## config.mk

```make
export PLATFORM = sky130hd
export DESIGN_NAME = playfair_digraph_cipher
export DESIGN_NICKNAME = d
export VERILOG_FILES = /design/src/sv/pf_pkg.sv /design/src/sv/playfair_digraph_cipher.sv
export SDC_FILE = /design/constraint.sdc
export NUM_CORES = 1
export LEC_CHECK = 0
export BUFFER_PORTS_ARGS = -buffer_cell sky130_fd_sc_hd__buf_2
export CORE_ASPECT_RATIO = 1.5
export CORE_MARGIN = 2
export CORE_UTILIZATION = 25
export DETAILED_ROUTE_END_ITERATION = 7
export GPL_TIMING_DRIVEN = 0
export PLACE_DENSITY_LB_ADDON = 0.08
export SLEW_MARGIN = 5
export SYNTH_ARGS = -nofsm -noshare
export SYNTH_HDL_FRONTEND = slang
export SYNTH_SLANG_ARGS = --single-unit
```

## constraint.sdc

```tcl
create_clock -name clk -period 6.9 [get_ports clk]
set_input_delay 0 -clock clk [delete_from_list [all_inputs] [get_ports clk]]
set_output_delay 0 -clock clk [all_outputs]
set_load 0.02 [all_outputs]
```

## src/sv/pf_pkg.sv

```systemverilog
// Playfair cipher package: letter and command codes, square geometry helpers.
// No dependencies; imported by playfair_digraph_cipher.
package pf_pkg;

  typedef logic [4:0] letter_t;
  typedef logic [4:0] cell_idx_t;
  typedef logic [2:0] cmd_t;

  localparam cmd_t CmdClear  = 3'd0;
  localparam cmd_t CmdKey    = 3'd1;
  localparam cmd_t CmdFinish = 3'd2;
  localparam cmd_t CmdText   = 3'd3;
  localparam cmd_t CmdEnd    = 3'd4;

  localparam int      NumLetters = 26;
  localparam int      NumCells   = 25;
  localparam letter_t LetI       = 5'd8;
  localparam letter_t LetJ       = 5'd9;
  localparam letter_t LetX       = 5'd23;
  localparam letter_t LetMax     = 5'd25;
  localparam cell_idx_t CellsFull = 5'd25;
  localparam logic [3:0] Side    = 4'd5;
  localparam logic [3:0] BackShift = 4'd4;

  typedef struct packed {
    logic [2:0] row;
    logic [2:0] col;
  } pf_rc_t;

  // cell index -> row/col; index is below 25
  function automatic pf_rc_t pf_rowcol(input cell_idx_t pos);
    pf_rc_t    rc;
    cell_idx_t base;
    if (pos >= 5'd20)      rc.row = 3'd4;
    else if (pos >= 5'd15) rc.row = 3'd3;
    else if (pos >= 5'd10) rc.row = 3'd2;
    else if (pos >= 5'd5)  rc.row = 3'd1;
    else                   rc.row = 3'd0;
    base   = {rc.row, 2'b00} + {2'b00, rc.row};
    rc.col = 3'(pos - base);
    return rc;
  endfunction

  // (v + shift) mod 5, shift is 1 or 4
  function automatic logic [2:0] pf_step(input logic [2:0] v, input logic dec);
    logic [3:0] s;
    s = {1'b0, v} + (dec ? BackShift : 4'd1);
    if (s >= Side) s = s - Side;
    return s[2:0];
  endfunction

  function automatic cell_idx_t pf_addr(input logic [2:0] row, input logic [2:0] col);
    return {row, 2'b00} + {2'b00, row} + {2'b00, col};
  endfunction

endpackage

```

## src/sv/playfair_digraph_cipher.sv

```systemverilog
// Playfair digraph cipher top level: key square and letter positions in RAM.
// Depends on pf_pkg.
//
// Usage:
//   Input beats carry a command on in_tuser (clear key, key letter, finish
//   key, text letter, end of text) and a letter code on in_tdata. Results are
//   letter pairs, one letter per out beat; out_tlast marks the second letter.
//   cfg_wr_data selects decrypt mode; write it only while the block is idle.
// Flow:
//   Clear, key letter, and an unpaired text letter leave the block idle.
//   Finish key sweeps the alphabet in ST_FILL before the next beat is taken.
//   A pair-forming beat reads the position RAM (two ports), then the square
//   RAM (two ports), then loads the output register; the next input beat
//   is taken once the block is back in idle after the square read.
//   Pair throughput is set by the two dependent RAM reads plus the 2-beat output.
// Stalls: results sit in an output register while the next input beat is
//   taken; a following pair waits at the square read until the output drains.
// Reset: clears the used-letter flags, fill count, pending letter and mode;
//   the square and position RAMs keep their contents and need no clearing.
module playfair_digraph_cipher
  import pf_pkg::*;
(
  input  logic       clk,
  input  logic       rst_n,
  input  logic       in_tvalid,
  output logic       in_tready,
  input  logic [7:0] in_tdata,   // [4:0] letter, [7:5] zero
  input  logic [2:0] in_tuser,   // [2:0] command
  output logic       out_tvalid,
  input  logic       out_tready,
  output logic [7:0] out_tdata,  // [4:0] out_letter, [7:5] zero
  output logic       out_tlast,  // last
  input  logic       cfg_wr_en,
  input  logic       cfg_wr_data // decrypt_mode
);

  typedef enum logic [3:0] {
    ST_IDLE = 4'b0001,
    ST_FILL = 4'b0010,
    ST_POS  = 4'b0100,
    ST_SQ   = 4'b1000
  } state_t;

  state_t state_r, state_nxt;

  letter_t   sq_mem  [NumCells];
  cell_idx_t pos_mem [NumLetters];

  logic [NumLetters-1:0] used_r, used_nxt;
  cell_idx_t fill_r, fill_nxt;
  letter_t   fill_idx_r, fill_idx_nxt;
  logic      pend_vld_r, pend_vld_nxt;
  letter_t   pend_let_r, pend_let_nxt;
  logic      mode_r;

  cell_idx_t pos_rd_a_r, pos_rd_b_r;
  letter_t   sq_rd_a_r, sq_rd_b_r;

  logic      out_vld_r, out_last_r;
  letter_t   out_l0_r, out_l1_r;

  logic      in_acc, out_acc;
  cmd_t      in_cmd;
  letter_t   in_let;
  logic      let_ok;
  logic      pair_go;
  letter_t   pair_b;

  logic      place_cand, place_used, place_do;
  letter_t   place_let;

  pf_rc_t    rc_a, rc_b;
  logic [2:0] ra, ca, rb, cb;
  cell_idx_t sq_addr_a, sq_addr_b;
  logic      sq_rd_go;

  assign in_tready = (state_r == ST_IDLE);
  assign in_acc    = in_tvalid && in_tready;
  assign out_acc   = out_vld_r && out_tready;
  assign in_cmd    = in_tuser;
  assign in_let    = (in_tdata[4:0] == LetJ) ? LetI : in_tdata[4:0];
  assign let_ok    = (in_let <= LetMax);

  // pair decode at the input beat
  always_comb begin
    pair_go = 1'b0;
    pair_b  = LetX;
    case (in_cmd)
      CmdText: begin
        if (let_ok && pend_vld_r) begin
          pair_go = 1'b1;
          pair_b  = (!mode_r && (in_let == pend_let_r)) ? LetX : in_let;
        end
      end
      CmdEnd:  pair_go = pend_vld_r;
      default: pair_go = 1'b0;
    endcase
  end

  // key placement: single key letter or one step of the finish sweep
  always_comb begin
    place_cand = 1'b0;
    place_let  = fill_idx_r;
    if (state_r == ST_FILL) begin
      place_cand = (fill_idx_r != LetJ);
    end else if (in_acc && (in_cmd == CmdKey)) begin
      place_cand = let_ok;
      place_let  = in_let;
    end
    place_used = (place_let <= LetMax) ? used_r[place_let] : 1'b1;
    place_do   = place_cand && !place_used && (fill_r < CellsFull);
  end

  always_comb begin
    state_nxt    = state_r;
    used_nxt     = used_r;
    fill_nxt     = fill_r;
    fill_idx_nxt = fill_idx_r;
    pend_vld_nxt = pend_vld_r;
    pend_let_nxt = pend_let_r;

    if (place_do) begin
      used_nxt[place_let] = 1'b1;
      fill_nxt            = fill_r + 5'd1;
    end

    case (state_r)
      ST_IDLE: begin
        if (in_acc) begin
          case (in_cmd)
            CmdClear: begin
              used_nxt     = '0;
              fill_nxt     = '0;
              pend_vld_nxt = 1'b0;
              pend_let_nxt = '0;
            end
            CmdFinish: begin
              fill_idx_nxt = '0;
              state_nxt    = ST_FILL;
            end
            CmdText: begin
              if (let_ok) begin
                if (!pend_vld_r) begin
                  pend_vld_nxt = 1'b1;
                  pend_let_nxt = in_let;
                end else if (mode_r || in_let != pend_let_r) begin
                  // a doubled letter in encrypt mode stays pending
                  pend_vld_nxt = 1'b0;
                end
              end
            end
            CmdEnd:  pend_vld_nxt = 1'b0;
            default: pend_vld_nxt = pend_vld_r;
          endcase
          if (pair_go) state_nxt = ST_POS;
        end
      end
      ST_FILL: begin
        fill_idx_nxt = fill_idx_r + 5'd1;
        if (fill_idx_r == LetMax) state_nxt = ST_IDLE;
      end
      ST_POS: begin
        if (!out_vld_r) state_nxt = ST_SQ;
      end
      ST_SQ:   state_nxt = ST_IDLE;
      default: state_nxt = ST_IDLE;
    endcase
  end

  // position and square RAMs: one write port, two registered read ports each
  always_ff @(posedge clk) begin
    if (place_do) begin
      sq_mem[fill_r]     <= place_let;
      pos_mem[place_let] <= fill_r;
    end
    if (in_acc && pair_go) begin
      pos_rd_a_r <= pos_mem[pend_let_r];
      pos_rd_b_r <= pos_mem[pair_b];
    end
    if (sq_rd_go) begin
      sq_rd_a_r <= sq_mem[sq_addr_a];
      sq_rd_b_r <= sq_mem[sq_addr_b];
    end
  end

  // same row / same column / rectangle
  always_comb begin
    rc_a = pf_rowcol(pos_rd_a_r);
    rc_b = pf_rowcol(pos_rd_b_r);
    ra = rc_a.row;
    ca = rc_a.col;
    rb = rc_b.row;
    cb = rc_b.col;
    if (rc_a.row == rc_b.row) begin
      ca = pf_step(rc_a.col, mode_r);
      cb = pf_step(rc_b.col, mode_r);
    end else if (rc_a.col == rc_b.col) begin
      ra = pf_step(rc_a.row, mode_r);
      rb = pf_step(rc_b.row, mode_r);
    end else begin
      ca = rc_b.col;
      cb = rc_a.col;
    end
    sq_addr_a = pf_addr(ra, ca);
    sq_addr_b = pf_addr(rb, cb);
    sq_rd_go  = (state_r == ST_POS) && !out_vld_r;
  end

  always_ff @(posedge clk) begin
    if (!rst_n) begin
      state_r    <= ST_IDLE;
      used_r     <= '0;
      fill_r     <= '0;
      fill_idx_r <= '0;
      pend_vld_r <= 1'b0;
      pend_let_r <= '0;
      mode_r     <= 1'b0;
      out_vld_r  <= 1'b0;
      out_last_r <= 1'b0;
    end else begin
      state_r    <= state_nxt;
      used_r     <= used_nxt;
      fill_r     <= fill_nxt;
      fill_idx_r <= fill_idx_nxt;
      pend_vld_r <= pend_vld_nxt;
      pend_let_r <= pend_let_nxt;
      if (cfg_wr_en) mode_r <= cfg_wr_data;
      if (state_r == ST_SQ) begin
        out_vld_r  <= 1'b1;
        out_last_r <= 1'b0;
      end else if (out_acc) begin
        out_vld_r  <= !out_last_r;
        out_last_r <= 1'b1;
      end
    end
  end

  always_ff @(posedge clk) begin
    if (state_r == ST_SQ) begin
      out_l0_r <= sq_rd_a_r;
      out_l1_r <= sq_rd_b_r;
    end
  end

  assign out_tvalid = out_vld_r;
  assign out_tlast  = out_last_r;
  assign out_tdata  = {3'b000, (out_last_r ? out_l1_r : out_l0_r)};

endmodule

```

# --- Word-level counts from Yosys, hierarchy flattened ---
# Memories as Yosys holds them, arrays and structs flattened. A register that Yosys moved wholly into a read port is not among the register bits.
# Index checks and enable logic that the tools add are counted.
totals:
  reg_bits: 59
  ramBits: 255
  in_bits: 17
  output_inout_bits: 11
  elab_cells: 163
  mem_count: 2
mem_list:
  columns: ["name", "depth", "word_bits", "read_ports", "rd_clocked_by_memory_dff", "write_ports", "line_no", "text"]
  rows:
  - ["pos_mem", 26, 5, 2, 2, 1, "playfair_digraph_cipher.sv:47", "cell_idx_t pos_mem [NumLetters];"]
  - ["sq_mem", 25, 5, 2, 2, 1, "playfair_digraph_cipher.sv:46", "letter_t sq_mem [NumCells];"]
op_classes:
  add_sub_neg: 18
  magnitude_cmp: 17
  eq_ne: 22
  mux: 65
  bitwise: 2
  reduce_logical: 26
ops:
  columns: ["cell", "n"]
  rows:
  - ["26-bit two-way mux", 4]
  - ["5-bit two-way mux", 15]
  - ["3-bit two-way mux", 15]
  - ["26-bit OR", 1]
  - ["5-bit by 3-bit adder with 5-bit output", 4]
  - ["5-bit by 4-bit >= comparator with 1-bit output, second input constant", 4]
  - ["4-bit two-way mux", 5]
  - ["5-bit one-hot mux with 2 select lines", 2]
  - ["3-bit by 3-bit adder with 4-bit output", 4]
  - ["4-bit by 3-bit >= comparator with 1-bit output, second input constant", 4]
  - ["1-bit two-way mux", 15]
  - ["4-bit one-hot mux with 3 select lines", 1]
  - ["3-bit subtractor, second input constant", 4]
  - ["5-bit by 1-bit adder with 5-bit output, second input constant", 2]
  - ["5-bit by 3-bit >= comparator with 1-bit output, second input constant", 2]
  - ["5-bit >= comparator, second input constant", 2]
  - ["5-bit less-or-equal comparator, second input constant", 2]
  - ["1-bit logical AND", 10]
  - ["2-bit two-way mux", 4]
  - ["4-bit AND reduction", 2]
  - ["2-bit nonzero test", 4]
  - ["3-bit adder", 2]
  - ["3-bit by 2-bit == test with 1-bit output, second input constant", 2]
  - ["3-bit == test", 2]
  - ["other kinds (28)", 38]

# --- Logic depth before layout (Yosys ltp) ---
logic_depth:
  ltp_word: 15
  ltp_mapped: 26
  depth_no_buf: 25

# --- Worst setup path before layout ---
# Ideal clock, no wire load.
synth_timing:
  kind: "register to register"
  startpoint: "register pos_rd_a_r[1], read port of pos_mem"
  endpoint: "register sq_rd_b_r[0], read port of sq_mem (data pin)"
  setup_ps: 260
  arrival_time_ps: 6197
  t_required_ps: 6640
  slack_ps: 443
  path_stages_with_launch: 20
  path_buffers: 2
  synth_period_minus_slack_ps: 6457
  cell_sequence: "edfxtp_1 or4b_2 nand2_1 a31oi_1 inv_1 ha_1 ha_1 or2_2 fa_1 xnor2_1 xnor2_1 nor4_2 mux2_2 ha_1 buf_1 buf_1 mux4_2 mux2i_1 o21ai_0 mux2_2"
synth_via:
  elab_chain_len: 12
  word_cells_on_any_way: 18
  cone_classes: "add/sub (4); order compare (4); eq/ne (2); mux (8)"
synth_lines:
  columns: ["item", "line_no", "text"]
  rows:
  - ["start: declaration", "playfair_digraph_cipher.sv:56", "cell_idx_t pos_rd_a_r, pos_rd_b_r;"]
  - ["5-bit by 3-bit >= comparator with 1-bit output", "pf_pkg.sv:37", "else if (pos >= 5'd5) rc.row = 3'd1;"]
  - ["1-bit two-way mux", "pf_pkg.sv:37", null]
  - ["2-bit two-way mux", "pf_pkg.sv:36", "else if (pos >= 5'd10) rc.row = 3'd2;"]
  - ["2-bit two-way mux", "pf_pkg.sv:35", "else if (pos >= 5'd15) rc.row = 3'd3;"]
  - ["3-bit two-way mux", "pf_pkg.sv:34", "if (pos >= 5'd20) rc.row = 3'd4;"]
  - ["3-bit adder", "pf_pkg.sv:39", "base = {rc.row, 2'b00} + {2'b00, rc.row};"]
  - ["3-bit subtractor", "pf_pkg.sv:40", "rc.col = 3'(pos - base);"]
  - ["3-bit == test", "playfair_digraph_cipher.sv:197", "end else if (rc_a.col == rc_b.col) begin"]
  - ["3-bit two-way mux", "playfair_digraph_cipher.sv:197", null]
  - ["3-bit two-way mux", "playfair_digraph_cipher.sv:194", "if (rc_a.row == rc_b.row) begin"]
  - ["5-bit by 3-bit adder with 5-bit output", "pf_pkg.sv:53", "return {row, 2'b00} + {2'b00, row} + {2'b00, col};"]
  - ["5-bit by 3-bit adder with 5-bit output (*)", "pf_pkg.sv:53", null]
  - ["end: declaration", "playfair_digraph_cipher.sv:57", "letter_t sq_rd_a_r, sq_rd_b_r;"]
# Every way passes the cells marked *; elsewhere a longest branch is shown, timed or not.
# A chain may end at the register's enable or synchronous reset.

# --- Worst setup path in the final report ---
layout_timing:
  startpoint: "register pos_rd_a_r[1], read port of pos_mem"
  endpoint: "register sq_rd_a_r[2], read port of sq_mem (data pin)"
layout_via:
  elab_chain_len: 12
  word_cells_on_any_way: 26
  cone_classes: "add/sub (8); order compare (6); eq/ne (2); mux (10)"
layout_lines:
  columns: ["item", "line_no", "text"]
  rows:
  - ["5-bit by 3-bit >= comparator with 1-bit output", "pf_pkg.sv:37", null]
  - ["1-bit two-way mux", "pf_pkg.sv:37", null]
  - ["2-bit two-way mux", "pf_pkg.sv:36", null]
  - ["2-bit two-way mux", "pf_pkg.sv:35", null]
  - ["3-bit two-way mux", "pf_pkg.sv:34", null]
  - ["3-bit adder or 3-bit by 3-bit adder with 4-bit output (tied branches)", "pf_pkg.sv:39, pf_pkg.sv:47", null]
  - ["3-bit subtractor, or another cell as far along", "pf_pkg.sv:40", null]
  - ["3-bit by 3-bit adder with 4-bit output, or another cell as far along", "pf_pkg.sv:47", "s = {1'b0, v} + (dec ? BackShift : 4'd1);"]
  - ["4-bit by 3-bit >= comparator with 1-bit output, or another cell as far along", "pf_pkg.sv:48", "if (s >= Side) s = s - Side;"]
  - ["3-bit two-way mux, on equally long branches", "pf_pkg.sv:48, playfair_digraph_cipher.sv:194", null]
  - ["3-bit two-way mux or 5-bit by 3-bit adder with 5-bit output (tied branches)", "playfair_digraph_cipher.sv:194, pf_pkg.sv:53", null]
  - ["5-bit by 3-bit adder with 5-bit output (*)", "pf_pkg.sv:53", null]
  - ["end: declaration", "playfair_digraph_cipher.sv:57", null]
# Marked as above.

==> metrics.md <==
| Metric | Value |
|---|---|
| Util after Layout | `0.293` |
| Yosys cell types | `~70` |
| FMAX | `approximately 0.15 GHz` |
| #FFs+latches synth | `around 330` |
| Die Area | `70600 sq um` |
| Final Setup Violations | `0` |
| Largest net degree at the start of global routing | `36` |
| Starting DRT DRC Count | `just under 700` |
| CP Capture Type | `flop` |
| Worst EP arrival | `roughly 7 ns` |
| Slew HR | `0.132` |
| Clk pwr share | `0.453` |
| Initial Utilization | `0.252` |
| ANT cells | `0` |
| EDFF count, synth | `between 200 and 300` |
| Number of global-route vias before repair | `about 11000` |
| Cells after DPL | `roughly 2100` |
| Tcrit/Tclk final | `0.952` |
| I/O Pins | `28` |
| Yosys warning total | `0` |
| Clock transition at the registers of the reported paths | `around 0.070 ns` |
| DR DRC count | `0` |
| Clock Sink Count | `~330` |
| Switching pwr | `about 1.1 mW` |
| Clock skew | `around 0.03 ns` |
| Top cells by area, synth | `edfxtp_1 50%, mux4_2 14%, dfxtp_1 5.7%, mux2i_1 3.4%, ha_1 3.1%` |
| Share of cells above drive strength 1 | `0.218` |
| Root Buffer | `clkbuf_16` |
| Max FO, Critical Path | `7` |
| Comb pwr share | `0.076` |
| Post-synth top flop | `edfxtp_1` |
| PortBufs | `20` |
| Yosys top cell by area | `edfxtp_1` |
| Dpl ws | `-1.25 ns` |
| Top post-synthesis cells by count | `285 x edfxtp_1, 112 x nand2_1, 109 x mux4_2` |
| Data required, critical path | `around 7 ns` |
| Worst VDD drop | `approximately 0.14 mV` |
| Fin nets | `about 1400` |
| Syn avg cell area | `about 14 sq um` |
| Seq/Total Area, Yosys | `0.558` |
| Overall via count from detail_route | `10670` |
| CTS tree | `yes` |
| Mapped cell area | `17100 sq um` |
| Setup Fix Bufs, Post-CTS | `0` |
| Max-cap violations | `0` |
| Routed Antenna Nets | `0` |
| Total CTS buffers | `37` |
| Worst Max-Slew Pin Slew | `1.30 ns` |
| Synth Instances | `1223` |
| CTS H-Tree Depth | `2` |
| Die W | `approximately 220 microns` |
| Wirelength per Cell | `approximately 26 microns` |
| Total grt overflow | `0` |
| Worst skew pair latency | `0.56 ns` |
| Routability Congestion | `between 0.8 and 0.9` |
| Seq pwr share | `0.471` |
| First-pass GRT wire length | `81900 microns` |
| Yosys top cell area share | `0.500` |
| Status | `finished, final reports clean` |
| Final HPWL DP | `between 40000 and 50000 microns` |
| Routed WL | `approximately 57000 microns` |
| PwrDens | `~230 nW/um^2` |
| Antenna violations before repair | `0` |
| P_int | `3.57 mW` |
| Final max-slew violation count | `0` |
| Core area | `slightly below 70000 sq um` |
| Final critical-path required period | `between 6 and 7 ns` |
| Drt via density | `between 4 and 5` |
| Site Rows | `around 120` |
| Worst setup path class | `reg -> reg` |
| Final Non-Filler Cells | `roughly 2200` |
| All-Layer GR Usage | `0.163` |
| Worst setup margin | `roughly 0.33 ns` |
| DR pass1 iterations | `5` |
| Fillers | `a little under 7000` |
| Top-count cell post-synth | `edfxtp_1` |
| Final Hold Viols | `0` |
| Sw Ratio | `0.228` |
| Clk buf depth | `3` |
| Layout area overhead | `16.3%` |
| Startpoint types | `flop` |
| Asr flop ratio synth | `0` |
| HP Class | `in -> reg` |
| Die Y-Extent | `between 300 and 400 microns` |
| Lkg Pwr | `6.71 nW` |
[worst paths after layout]
check / slack [ns] / cells after the start / start / end
worst max-delay path: 0.33 / 18 / pos_rd_a_r[1]$_DFFE_PP_ / sq_rd_a_r[2]$_DFFE_PP_
worst min-delay path: 0.24 / 5 / in_tdata[1] / pend_vld_r$_SDFFE_PN0P_
worst max register to register: 0.33 / 18 / pos_rd_a_r[1]$_DFFE_PP_ / sq_rd_a_r[2]$_DFFE_PP_
worst min register to register: 0.42 / 0 / sq_rd_a_r[0]$_DFFE_PP_ / out_l0_r[0]$_DFFE_PP_
[stage by stage]
step / setup TNS (ns) / cell area (sq um) / hold WS (ns) / power (mW)
floorplan: 0 / 17100 / 0.128 / 2.44
global placement: -11.14 / 18300 / 0.263 / 2.57
detailed placement: -10.63 / 18400 / 0.271 / 2.57
CTS: 0 / 19900 / 0.191 / 4.70
global route: -0.00336 / 19900 / 0.235 / 4.79
finish: 0 / 19900 / 0.236 / 4.63
[critical path, cell delays in order, from the launching register on]
cell and delay [ns]:
edfxtp_1 0.50, or4b_2 0.66, nand2_1 0.11, a31oi_2 0.06, inv_1 0.11, ha_1 0.25
ha_1 0.17, or2_2 0.28, fa_2 0.61, xnor2_1 0.12, nor4_4 0.52, mux2i_1 0.38
inv_1 0.11, fa_1 0.54, inv_1 0.07, fa_2 0.43, xor2_4 0.46, mux4_2 0.62
mux2_2 0.28
[layout by cell type, fill, tap and decap left out, types with 6 or more instances in the layout]
cell type	instances
nand2_1	112
and3_1	15
buf_4	10
a211oi_1	9
inv_1	43
xnor2_1	16
nor3_2	8
clkbuf_16	38
a21o_1	6
mux2_2	33
nor2_1	78
nor3_1	15
ha_1	42
o21ai_0	35
xor2_1	10
o21a_1	27
buf_2	25
a21oi_1	35
mux2i_1	56
o31ai_1	6
nor2b_1	14
buf_1	7
clkbuf_1	44
and2_1	9
nand3_1	17
a31oi_1	14
edfxtp_1	285
dfxtp_1	46
nand4_1	10
dlygate4sd3_1	11
mux4_2	109
[power by group through the flow]
stage | sequential (mW) | combinational [mW] | clock, mW
finish | 2.18 | 0.352 | 2.09
global route | 2.18 | 0.378 | 2.23
CTS | 2.18 | 0.359 | 2.16
detailed placement | 2.22 | 0.346 | 0
global placement | 2.22 | 0.346 | 0
floorplan | 2.22 | 0.223 | 0
[cell families (layout without fill, tap and decap cells)]
family,after synthesis,in the layout,synth area share
AND/OR/NAND/NOR,315,315,0.0914
multiplexers,200,200,0.199
AO/OA/AOI/OAI,181,181,0.0703
flip-flops,334,334,0.558
XOR/XNOR,29,29,0.0149
adder cells (fa/ha/maj),50,50,0.0389
buffers and inverters,113,213,0.0273
other,1,3,0.000219
[registers in the layout, indices dropped and copies added, names as in the netlist]
signal	cells
pos_rd_b_r	5
out_tlast	1
pos_mem	130
fill_idx_r	5
sq_mem	125
mode_r	1
state_r	4
out_tvalid	1
used_r	26
out_l0_r	5
fill_r	5
pend_vld_r	1
out_l1_r	5
pos_rd_a_r	5
sq_rd_b_r	5
pend_let_r	5
sq_rd_a_r	5
[final cells by class]
type / count / area, sq um / share of cell area
Buffer: 64 / 328 / 0.0165
Timing Repair Buffer: 35 / 248 / 0.0125
Clock buffer: 53 / 1060 / 0.0532
Sequential cell: 334 / 9540 / 0.480
Multi-Input combinational cell: 778 / 7210 / 0.363
Clock inverter: 14 / 205 / 0.0103
Inverter: 47 / 178 / 0.00893
Tap cell: 892 / 1120 / 0.0561
[repair_timing]
action,CTS,global route
resized for setup,39,16
hold buffers,11,0
hold endpoints to repair,13,0
setup endpoints to repair,10,10
pin swaps,1,0
[metal layers]
metal | GRT usage | up-vias | wire, microns
met5 | 0 | - | 0
li1 | - | 4900 | -
met4 | 0.0712 | 0 | 2560
met3 | 0.0196 | 97 | 1880
met1 | 0.173 | 5424 | 20600
met2 | 0.316 | 249 | 31900
No activity file was read; power rests on OpenSTA's default activity.
